===== src/rtl/core/bse_pkg.sv =====
// ----------------------------------------------------------------------------
// bse_pkg
// Shared types for the bubble sort engine: beat payloads, sequencer states,
// write-data selects and the control bundle from sequencer to datapath.
// ----------------------------------------------------------------------------
package bse_pkg;

  localparam int VALUE_W = 32;

  typedef struct packed {
    logic signed [VALUE_W-1:0] value;
    logic                      last;
  } in_t;

  typedef struct packed {
    logic signed [VALUE_W-1:0] value_res;
    logic                      last_res;
    logic                      overflow;
  } out_t;

  typedef enum logic [2:0] {
    S_LOAD,
    S_PRIME,
    S_FIRST,
    S_SWEEP,
    S_FLUSH,
    S_EMIT,
    S_ECAP
  } state_e;

  typedef enum logic [1:0] {
    WR_INPUT,
    WR_LOW,
    WR_CARRY
  } wsel_e;

  typedef struct packed {
    logic  ram_we;
    wsel_e wsel;
    logic  carry_first;
    logic  carry_sweep;
    logic  out_ld;
    logic  out_last;
    logic  out_ovf;
  } ctrl_t;

endpackage


===== src/rtl/core/bse_ram.sv =====
// ----------------------------------------------------------------------------
// bse_ram
// Generic simple dual-port RAM: one write port, one read port with a
// registered read data output.
// ----------------------------------------------------------------------------
module bse_ram #(
  parameter int WIDTH = 32,
  parameter int DEPTH = 64,
  localparam int AW   = (DEPTH > 1) ? $clog2(DEPTH) : 1
) (
  input  logic             clk_i,
  input  logic             we_i,
  input  logic [AW-1:0]    waddr_i,
  input  logic [WIDTH-1:0] wdata_i,
  input  logic [AW-1:0]    raddr_i,
  output logic [WIDTH-1:0] rdata_o
);

  logic [WIDTH-1:0] mem_q [DEPTH];
  logic [WIDTH-1:0] rdata_q;

  always_ff @(posedge clk_i) begin
    if (we_i) begin
      mem_q[waddr_i] <= wdata_i;
    end
    rdata_q <= mem_q[raddr_i];
  end

  assign rdata_o = rdata_q;

endmodule


===== src/rtl/core/bse_cmp.sv =====
// ----------------------------------------------------------------------------
// bse_cmp
// Shared compare-and-select unit: orders the carried value against the
// value just read, giving the smaller and the larger of the two.
// ----------------------------------------------------------------------------
module bse_cmp (
  input  logic signed [bse_pkg::VALUE_W-1:0] carry_i,
  input  logic signed [bse_pkg::VALUE_W-1:0] next_i,
  output logic signed [bse_pkg::VALUE_W-1:0] low_o,
  output logic signed [bse_pkg::VALUE_W-1:0] high_o
);
  import bse_pkg::*;

  logic swap;

  // Swap only on strictly greater; equal words are bit-identical anyway.
  assign swap   = carry_i > next_i;
  assign low_o  = swap ? next_i  : carry_i;
  assign high_o = swap ? carry_i : next_i;

endmodule


===== src/rtl/core/bse_ctrl.sv =====
// ----------------------------------------------------------------------------
// bse_ctrl
// Sequencer of the bubble sort engine: load counting, sort passes over the
// store with a carried element, and emission of the sorted set.
// ----------------------------------------------------------------------------
module bse_ctrl #(
  parameter int  MAX_ITEMS = 64,
  localparam int AW        = $clog2(MAX_ITEMS),
  localparam int CW        = $clog2(MAX_ITEMS + 1)
) (
  input  logic            clk_i,
  input  logic            rst_ni,
  input  logic            in_valid_i,
  input  logic            in_last_i,
  output logic            in_stall_o,
  input  logic            out_free_i,
  output bse_pkg::ctrl_t  ctl_o,
  output logic [AW-1:0]   waddr_o,
  output logic [AW-1:0]   raddr_o
);
  import bse_pkg::*;

  state_e        state_q, state_d;
  logic [CW-1:0] count_q, count_d;
  logic          dropped_q, dropped_d;
  logic [CW-1:0] pass_q, pass_d;
  logic [AW-1:0] k_q, k_d;
  logic [AW-1:0] idx_q, idx_d;

  logic          accept;
  logic          room;
  logic [CW-1:0] n_new;
  logic          more;
  logic          emit_last;

  assign accept    = in_valid_i && (state_q == S_LOAD);
  assign room      = count_q < CW'(MAX_ITEMS);
  assign n_new     = count_q + CW'(room);
  assign more      = (CW'(k_q) + CW'(2)) < pass_q;
  assign emit_last = (CW'(idx_q) + CW'(1)) == count_q;
  assign in_stall_o = (state_q != S_LOAD);

  // Next state
  always_comb begin
    state_d = state_q;
    unique case (state_q)
      S_LOAD: begin
        if (accept && in_last_i) begin
          state_d = (n_new >= CW'(2)) ? S_PRIME : S_EMIT;
        end
      end
      S_PRIME: state_d = S_FIRST;
      S_FIRST: state_d = S_SWEEP;
      S_SWEEP: begin
        if (!more) begin
          state_d = S_FLUSH;
        end
      end
      S_FLUSH: state_d = (pass_q >= CW'(3)) ? S_PRIME : S_EMIT;
      S_EMIT: begin
        if (out_free_i) begin
          state_d = S_ECAP;
        end
      end
      S_ECAP:  state_d = emit_last ? S_LOAD : S_EMIT;
      default: state_d = S_LOAD;
    endcase
  end

  // Outputs to the datapath
  always_comb begin
    ctl_o   = '0;
    ctl_o.wsel = WR_INPUT;
    waddr_o = '0;
    raddr_o = '0;
    unique case (state_q)
      S_LOAD: begin
        ctl_o.ram_we = accept && room;
        waddr_o      = count_q[AW-1:0];
      end
      S_PRIME: raddr_o = '0;
      S_FIRST: begin
        ctl_o.carry_first = 1'b1;
        raddr_o           = AW'(1);
      end
      S_SWEEP: begin
        // Write the smaller one back, keep the larger one moving up.
        ctl_o.ram_we      = 1'b1;
        ctl_o.wsel        = WR_LOW;
        ctl_o.carry_sweep = 1'b1;
        waddr_o           = k_q;
        raddr_o           = AW'(CW'(k_q) + CW'(2));
      end
      S_FLUSH: begin
        ctl_o.ram_we = 1'b1;
        ctl_o.wsel   = WR_CARRY;
        waddr_o      = AW'(pass_q - CW'(1));
      end
      S_EMIT: raddr_o = idx_q;
      S_ECAP: begin
        ctl_o.out_ld   = 1'b1;
        ctl_o.out_last = emit_last;
        ctl_o.out_ovf  = dropped_q;
        raddr_o        = idx_q;
      end
      default: ;
    endcase
  end

  // Counters
  always_comb begin
    count_d   = count_q;
    dropped_d = dropped_q;
    pass_d    = pass_q;
    k_d       = k_q;
    idx_d     = idx_q;
    unique case (state_q)
      S_LOAD: begin
        idx_d = '0;
        if (accept) begin
          count_d   = n_new;
          dropped_d = dropped_q | ~room;
          pass_d    = n_new;
        end
      end
      S_FIRST: k_d = '0;
      S_SWEEP: begin
        if (more) begin
          k_d = k_q + AW'(1);
        end
      end
      S_FLUSH: begin
        pass_d = pass_q - CW'(1);
        idx_d  = '0;
      end
      S_ECAP: begin
        if (emit_last) begin
          count_d   = '0;
          dropped_d = 1'b0;
        end else begin
          idx_d = idx_q + AW'(1);
        end
      end
      default: ;
    endcase
  end

  always_ff @(posedge clk_i or negedge rst_ni) begin
    if (!rst_ni) begin
      state_q   <= S_LOAD;
      count_q   <= '0;
      dropped_q <= 1'b0;
      pass_q    <= '0;
      k_q       <= '0;
      idx_q     <= '0;
    end else begin
      state_q   <= state_d;
      count_q   <= count_d;
      dropped_q <= dropped_d;
      pass_q    <= pass_d;
      k_q       <= k_d;
      idx_q     <= idx_d;
    end
  end

  a_count_bound: assert property (@(posedge clk_i) disable iff (!rst_ni)
    count_q <= CW'(MAX_ITEMS))
    else $error("element count above capacity");

  a_sweep_in_pass: assert property (@(posedge clk_i) disable iff (!rst_ni)
    (state_q == S_SWEEP) |-> ((CW'(k_q) + CW'(1)) < pass_q))
    else $error("sweep index outside the current pass");

  a_pass_shrinks: assert property (@(posedge clk_i) disable iff (!rst_ni)
    (state_q == S_FLUSH) |=> (pass_q == $past(pass_q) - CW'(1)))
    else $error("pass length did not shrink after flush");

  a_set_nonempty: assert property (@(posedge clk_i) disable iff (!rst_ni)
    (state_q != S_LOAD) |-> (count_q != '0))
    else $error("sorting or emitting an empty set");

  a_capture_free: assert property (@(posedge clk_i) disable iff (!rst_ni)
    (state_q == S_ECAP) |-> $past(out_free_i))
    else $error("result captured while output register busy");

endmodule


===== src/rtl/core/bubble_sort_engine_unit.sv =====
// ----------------------------------------------------------------------------
// bubble_sort_engine_unit
// Loads signed 32-bit values until a beat marked last, sorts them ascending
// with bubble passes, and streams the sorted set out.
// ----------------------------------------------------------------------------
// Values are loaded one beat per cycle into a RAM of MAX_ITEMS entries; beats
// past capacity are dropped and flag overflow on every result of that set.
// The beat marked last starts the sort: a pass over m elements carries the
// running maximum through the single compare unit and the one RAM read port,
// for passes m = n down to 2. Each result is then a RAM read followed by an
// output register load, and the read waits while the output register is
// stalled. Input is stalled from the last beat of a set until the final
// result is in the output register; the next set may load while that
// result still waits.
module bubble_sort_engine_unit #(
  parameter int MAX_ITEMS = 64
) (
  input  logic          clk_i,
  input  logic          rst_ni,
  input  logic          in_valid_i,
  output logic          in_stall_o,
  input  bse_pkg::in_t  in_data_i,
  output logic          out_valid_o,
  input  logic          out_stall_i,
  output bse_pkg::out_t out_data_o
);
  import bse_pkg::*;

  localparam int AW = $clog2(MAX_ITEMS);

  ctrl_t                     ctl;
  logic [AW-1:0]             waddr;
  logic [AW-1:0]             raddr;
  logic signed [VALUE_W-1:0] rdata;
  logic signed [VALUE_W-1:0] wdata;
  logic signed [VALUE_W-1:0] low;
  logic signed [VALUE_W-1:0] high;
  logic signed [VALUE_W-1:0] carry_q, carry_d;
  out_t                      out_q, out_d;
  logic                      out_valid_q, out_valid_d;
  logic                      out_free;

  assign out_free = !out_valid_q || !out_stall_i;

  bse_ctrl #(
    .MAX_ITEMS (MAX_ITEMS)
  ) u_ctrl (
    .clk_i      (clk_i),
    .rst_ni     (rst_ni),
    .in_valid_i (in_valid_i),
    .in_last_i  (in_data_i.last),
    .in_stall_o (in_stall_o),
    .out_free_i (out_free),
    .ctl_o      (ctl),
    .waddr_o    (waddr),
    .raddr_o    (raddr)
  );

  bse_cmp u_cmp (
    .carry_i (carry_q),
    .next_i  (rdata),
    .low_o   (low),
    .high_o  (high)
  );

  always_comb begin
    unique case (ctl.wsel)
      WR_INPUT: wdata = in_data_i.value;
      WR_LOW:   wdata = low;
      WR_CARRY: wdata = carry_q;
      default:  wdata = in_data_i.value;
    endcase
  end

  bse_ram #(
    .WIDTH (VALUE_W),
    .DEPTH (MAX_ITEMS)
  ) u_ram (
    .clk_i   (clk_i),
    .we_i    (ctl.ram_we),
    .waddr_i (waddr),
    .wdata_i (wdata),
    .raddr_i (raddr),
    .rdata_o (rdata)
  );

  always_comb begin
    carry_d = carry_q;
    if (ctl.carry_first) begin
      carry_d = rdata;
    end else if (ctl.carry_sweep) begin
      carry_d = high;
    end
  end

  // Drop the beat once taken, load a fresh result when the sequencer says so.
  always_comb begin
    out_d       = out_q;
    out_valid_d = out_valid_q && out_stall_i;
    if (ctl.out_ld) begin
      out_d.value_res = rdata;
      out_d.last_res  = ctl.out_last;
      out_d.overflow  = ctl.out_ovf;
      out_valid_d     = 1'b1;
    end
  end

  always_ff @(posedge clk_i) begin
    carry_q <= carry_d;
    out_q   <= out_d;
  end

  always_ff @(posedge clk_i or negedge rst_ni) begin
    if (!rst_ni) begin
      out_valid_q <= 1'b0;
    end else begin
      out_valid_q <= out_valid_d;
    end
  end

  assign out_valid_o = out_valid_q;
  assign out_data_o  = out_q;

endmodule


===== config.mk =====
export PLATFORM = sky130hd
export DESIGN_NAME = bubble_sort_engine_unit
export DESIGN_NICKNAME = d
export VERILOG_FILES = /design/src/rtl/core/bse_pkg.sv /design/src/rtl/core/bse_ram.sv /design/src/rtl/core/bse_cmp.sv /design/src/rtl/core/bse_ctrl.sv /design/src/rtl/core/bubble_sort_engine_unit.sv
export SDC_FILE = /design/constraint.sdc
export NUM_CORES = 2
export LEC_CHECK = 0
export BUFFER_PORTS_ARGS = -buffer_cell sky130_fd_sc_hd__buf_2
export CORE_UTILIZATION = 25
export DETAILED_ROUTE_END_ITERATION = 8
export HOLD_SLACK_MARGIN = 0.03
export REMOVE_ABC_BUFFERS = 1
export SETUP_SLACK_MARGIN = 0.2
export SLEW_MARGIN = 15
export SYNTH_ARGS = -nofsm -noshare
export SYNTH_HDL_FRONTEND = slang
export SYNTH_HIERARCHICAL = 1
export SYNTH_SLANG_ARGS = --single-unit

===== constraint.sdc =====
create_clock -name clk_i -period 12.2 [get_ports clk_i]
set_input_delay 3.66 -clock clk_i [delete_from_list [all_inputs] [get_ports clk_i]]
set_output_delay 3.66 -clock clk_i [all_outputs]
set_load 0.03 [all_outputs]

==> Word-level counts from Yosys, hierarchy flattened <==
Memories as Yosys holds them, arrays and structs flattened. A register that Yosys moved wholly into a read port is not among the register bits.
Cells that the tools add are included.
{ "totals": {"regBits": 97, "ramBits": 2048, "input_bits": 37, "out_inout_bits": 36, "word_cells": 98, "n_memories": 1} }
{ "classes": {"add_sub_neg": 6, "magnitude_cmp": 5, "n_eq_ne": 17, "mux": 33, "bitwise_logic": 2, "reduce_logical": 23} }
{ "mem_list": {"columns": ["memory", "words", "word_bits", "read_ports", "rd_ports_with_merged_regs", "wr", "line_no", "source"], "rows": [
  ["u_ram.mem_q", 64, 32, 1, 1, 1, "bse_ram.sv:19", "logic [WIDTH-1:0] mem_q [DEPTH];"]
]} }
{ "op_table": {"columns": ["op", "count"], "rows": [
  ["two-way mux 32 bit", 4],
  ["one-hot mux 32 bit (2 select lines)", 1],
  ["one-hot mux 6 bit (3 select lines)", 2],
  ["> comparator 32 bit", 1],
  ["one-hot mux 7 bit (2 select lines)", 2],
  ["one-hot mux 6 bit (2 select lines)", 2],
  ["two-way mux 3 bit", 7],
  ["one-hot mux 3 bit (7 select lines)", 1],
  [">= comparator 7 x 2 -> 1 bit (second input constant)", 2],
  ["two-way mux 7 bit", 2],
  ["adder 6 x 1 -> 6 bit (second input constant)", 2],
  ["two-way mux 6 bit", 2],
  ["inequality test 2 bit (second input constant)", 5],
  ["nonzero test 2 bit", 5],
  ["equality test 3 bit (second input constant)", 3],
  ["AND reduction 2 bit", 4],
  ["adder 6 x 1 -> 7 bit (second input constant)", 1],
  ["adder 6 x 2 -> 7 bit (second input constant)", 1],
  ["adder 7 x 1 -> 7 bit", 1],
  ["equality test 7 bit", 1],
  ["< comparator 7 bit", 1],
  ["< comparator 7 bit (second input constant)", 1],
  ["two-way mux 1 bit", 7],
  ["subtractor 7 x 1 -> 7 bit (second input constant)", 1],
  ["16 further kinds", 27]
]} }

==> Logic depth before layout (Yosys ltp) <==
{ "logic_depth": {"depth_word": 6, "ltp_mapped": 14, "mapped_depth_nobuf": 11} }

==> Cells and area by module <==
The synthesis kept the hierarchy.
{ "by_module_without_submodules": {"columns": ["module", "instances", "cells_each", "area_per_inst_um2", "seq_area_each_um2"], "rows": [
  ["bse_ram", 1, 3324, 78515.3, 62139.6],
  ["bubble_sort_engine_unit", 1, 219, 3188.1, 2006.9],
  ["bse_ctrl", 1, 309, 2503.7, 750.7],
  ["bse_cmp", 1, 188, 1909.3, 0.0]
]} }

==> Worst setup path after synthesis <==
Ideal clock, no wire load.
{ "synth_path": {"path_type": "input to register", "start": "input port in_valid_i", "end": "memory u_ram.mem_q[49][0], enable pin", "setup_ns": 0.461, "t_arrival_ns": 6.693, "slack_ns": 5.046, "cell_stages": 5, "n_path_buf": 0, "cell_sequence": "a21oi_1 o21ai_0 nor2b_1 nand4_1 nor3_1"} }
{ "synth_rtl": {"columns": ["item", "line_no", "source"], "rows": [
  ["start, declared", "bubble_sort_engine_unit.sv:20", "input logic in_valid_i,"],
  ["end, declared", "bse_ram.sv:19", null]
]} }

==> summary.md <==
| Metric | Value |
|---|---|
| Relative slew slack | 0.1817 |
| DIE AREA | 346,800 µm² |
| Antenna violations before repair | 12 |
| Slew @ Worst Pin | 1.225 ns |
| Drt wl/cell | 25.36 µm |
| Clock skew | 0.03097 ns |
| Sequential Area | 64,900 µm² |
| Final WL | 227.4 mm |
| CTS tree | yes |
| P per Cell Area | 258.4 nW/µm² |
| VDD IR max | 0.2980 mV |
| Ys Warns | 6 |
| Setup crit start kind | primary input |
| IO Pins | 73 |
| Most common cell in the netlist | edfxtp_1 |
| FILL cells | 33,120 |
| Area Growth Syn to Fin | 16.18% |
| Gpl congestion | 0.8251 |
| Final slew viol count | 0 |
| Core box area | 343,000 µm² |
| Pint | 16.97 mW |
| Worst-path clk slew | 0.06 ns |
| DRC viols | 0 |
| Synth Cell Area | 86,120 µm² |
| Max-cap violations | 0 |
| Final Setup Violations | 0 |
| R2R setup slack | 6.29 ns |
| Initial Utilization | 0.2511 |
| Max Clk Rate | 156.5 MHz |
| Crit path max fanout | 32 |
| Synthesized instance count | 4,040 |
| Number of flops mapped to enable cells by yosys | 2,114 |
| Crit path kind | in2reg |
| RSZ-0062 raised after global routing | false |
| Post-synth top area share | 0.7372 |
| Gr usage total | 0.1282 |
| DP Wirelength | 134.8 mm |
| Register area share after synthesis | 0.7536 |
| Hold Buf Count CTS | 0 |
| Post-synth top area cell | edfxtp_1 |
| Minimum clock period | 6.390 ns |
| Leakage power | 30.38 nW |
| Chip width | 588.9 µm |
| Hold Path Class | reg2reg |
| Avg Vias per Cell | 4.693 |
| H-tree levels | 4 |
| Ys flop type | edfxtp_1 |
| Multi-input gate area | 20,630 µm² |
| Netlist cell types | 75 |
| CTS buffer count | 216 |
| Synth top cells by count | edfxtp_1 (2,114), mux4_2 (544), nor2_1 (173) |
| Crit share post-route | 0.5238 |
| Largest net degree at the start of global routing | 126 |
| # resized after CTS | 0 |
| #FFs+latches synth | 2,177 |
| Vias in the first global route | 41,780 |
| Setup ws final | 5.810 ns |
| Hold slack | 0.5165 ns |
| Comb pwr share | 0.353 |
| Post-DRT Antenna Nets | 0 |
| # rows | 215 |
| Die span in y | 588.9 µm |
| Overflow after GRT | 0 |
| Worst skew pair latency | 0.85 ns |
| Fin util | 0.2917 |
| Crit path required time | 12.64 ns |
| Hold Violations, Final | 0 |
| Port Buffers | 72 |
| Pre-CTS WS | 5.004 ns |
| Arr. time, crit path | 6.83 ns |
| Area contributors post-synth | edfxtp_1 (74%), mux4_2 (14%), mux2_4 (1.6%) |
| Iter 0 DRT Violations | 4,648 |
| Asr flop ratio synth | 0.01424 |
| Post-synthesis area per instance | 21.32 µm² |
| CTS Buffer Depth | 3 |
| Sw Ratio | 0.3438 |
| Vias | 42,080 |
| Clock sinks | 2,177 |
| Worst Setup End Kind | flip-flop |
| Setup Buffers After CTS | 0 |
| Clock group share of total power | 0.253 |
| Share of cells above drive strength 1 | 0.2857 |
| Clock root buffer | clkbuf_16 |
| Switching pwr | 8.889 mW |
| First-pass GRT wire length | 321.1 mm |
| Number of iterations in the first detailed-routing pass | 5 |
| Final net count | 4,297 |
| Status | complete, no violations |
| Sequential Power Share | 0.394 |
power groups by stage:
stage / logic, mW / registers, mW / clock network (mW)
6_report: 9.12 / 10.2 / 6.55
3_5_place_dp: 9.21 / 10.3 / 0
5_1_grt: 9.56 / 10.2 / 6.94
4_1_cts: 9.23 / 10.2 / 6.66
3_3_place_gp: 9.08 / 10.3 / 0
2_1_floorplan: 6.99 / 10.3 / 0
flip-flops by register name, summed over array words and instances, names as in the netlist:
signal / count
u_ctrl/state_q: 3
u_ctrl/count_q: 7
out_data_o: 34
u_ram/mem_q: 2048
u_ctrl/pass_q: 7
u_ram/rdata_o: 32
carry_q: 32
out_valid_o: 1
u_ctrl/dropped_q: 1
u_ctrl/k_q: 6
u_ctrl/idx_q: 6
layout by cell type (no fill, tap or decap), types with 17 or more instances in the layout:
master	Yosys	layout
clkbuf_16	0	225
dfrtp_1	31	31
clkinv_1	0	43
o22ai_1	89	89
a22oi_1	44	44
o221ai_1	27	27
bufinv_16	0	17
nor2b_1	18	18
buf_12	10	25
ha_1	47	46
inv_1	53	51
clkinv_2	0	46
nor2_1	173	111
o21ai_0	36	21
mux2i_1	100	100
edfxtp_1	2114	2114
nand2_1	110	110
mux2_4	90	90
nand3_1	19	19
o21ai_4	0	32
dfxtp_1	32	32
mux4_2	544	544
a21oi_1	87	87
buf_2	72	72
xnor2_1	17	17
nor2_4	0	62
buf_4	32	79
clkbuf_1	82	46
cell families after synthesis:
kind of cell,after synthesis,synth area share
fa+ha+maj,47,0.006829
mux,741,0.1705
compound gates,369,0.02798
xor+xnor,24,0.002528
flops,2177,0.7536
buf+inv,280,0.01717
simple gates,402,0.02139
worst max-delay path, stage by stage:
cell	delay [ns]
buf_2	0.12
a21oi_1	0.08
o21ai_0	0.28
buf_4	0.26
nor2b_1	0.30
nand3_1	0.81
nor2_4	1.26
path summary, 6_finish.rpt:
| check | start | depth (start not counted) | end |
|---|---|---|---|
| max | in_valid_i | 7 | u_ram/mem_q[46][20]$_DFFE_PP_ |
| min | u_ctrl/dropped_q$_DFFE_PN0P_ | 2 | u_ctrl/dropped_q$_DFFE_PN0P_ |
| max reg2reg | u_ctrl/state_q[2]$_DFFE_PN0P_ | 9 | u_ram/rdata_o[25]$_DFF_P_ |
| min reg2reg | u_ctrl/dropped_q$_DFFE_PN0P_ | 2 | u_ctrl/dropped_q$_DFFE_PN0P_ |
| max in group asynchronous | rst_ni | 1 | u_ctrl/idx_q[2]$_DFFE_PN0P_ |
| min in group asynchronous | rst_ni | 1 | u_ctrl/k_q[1]$_DFFE_PN0P_ |
metal layers:
layer | global-route usage | vias up | part of all wire
met4 | 0.04125 | 2 | 0.034
met3 | 0.02208 | 327 | 0.073
met1 | 0.1716 | 22730 | 0.41
met2 | 0.2115 | 1747 | 0.49
li1 | - | 17270 | -
met5 | 0 | - | 0.000057
final cells by class:
cell class	count	area share
multi-input cells	1583	0.2062
well taps	4557	0.05699
clock inverters	128	0.01107
diodes	10	0.0002501
repair buffers	182	0.01618
flip-flops and latches	2177	0.6486
inverters	53	0.001988
clock buffers	276	0.05869
stage by stage:
step                total power, mW  TNS (ns)  area [µm²]  cells
floorplan                     17.33    -54.95       84840   3813
global placement              19.41         0       92580   8531
detailed placement            19.56         0       92620   8533
CTS                           26.08         0       99600   8937
global route                  26.72         0      100000   8956
finish                        25.86         0      100100   8966
No activity file was read; power rests on OpenSTA's default activity.
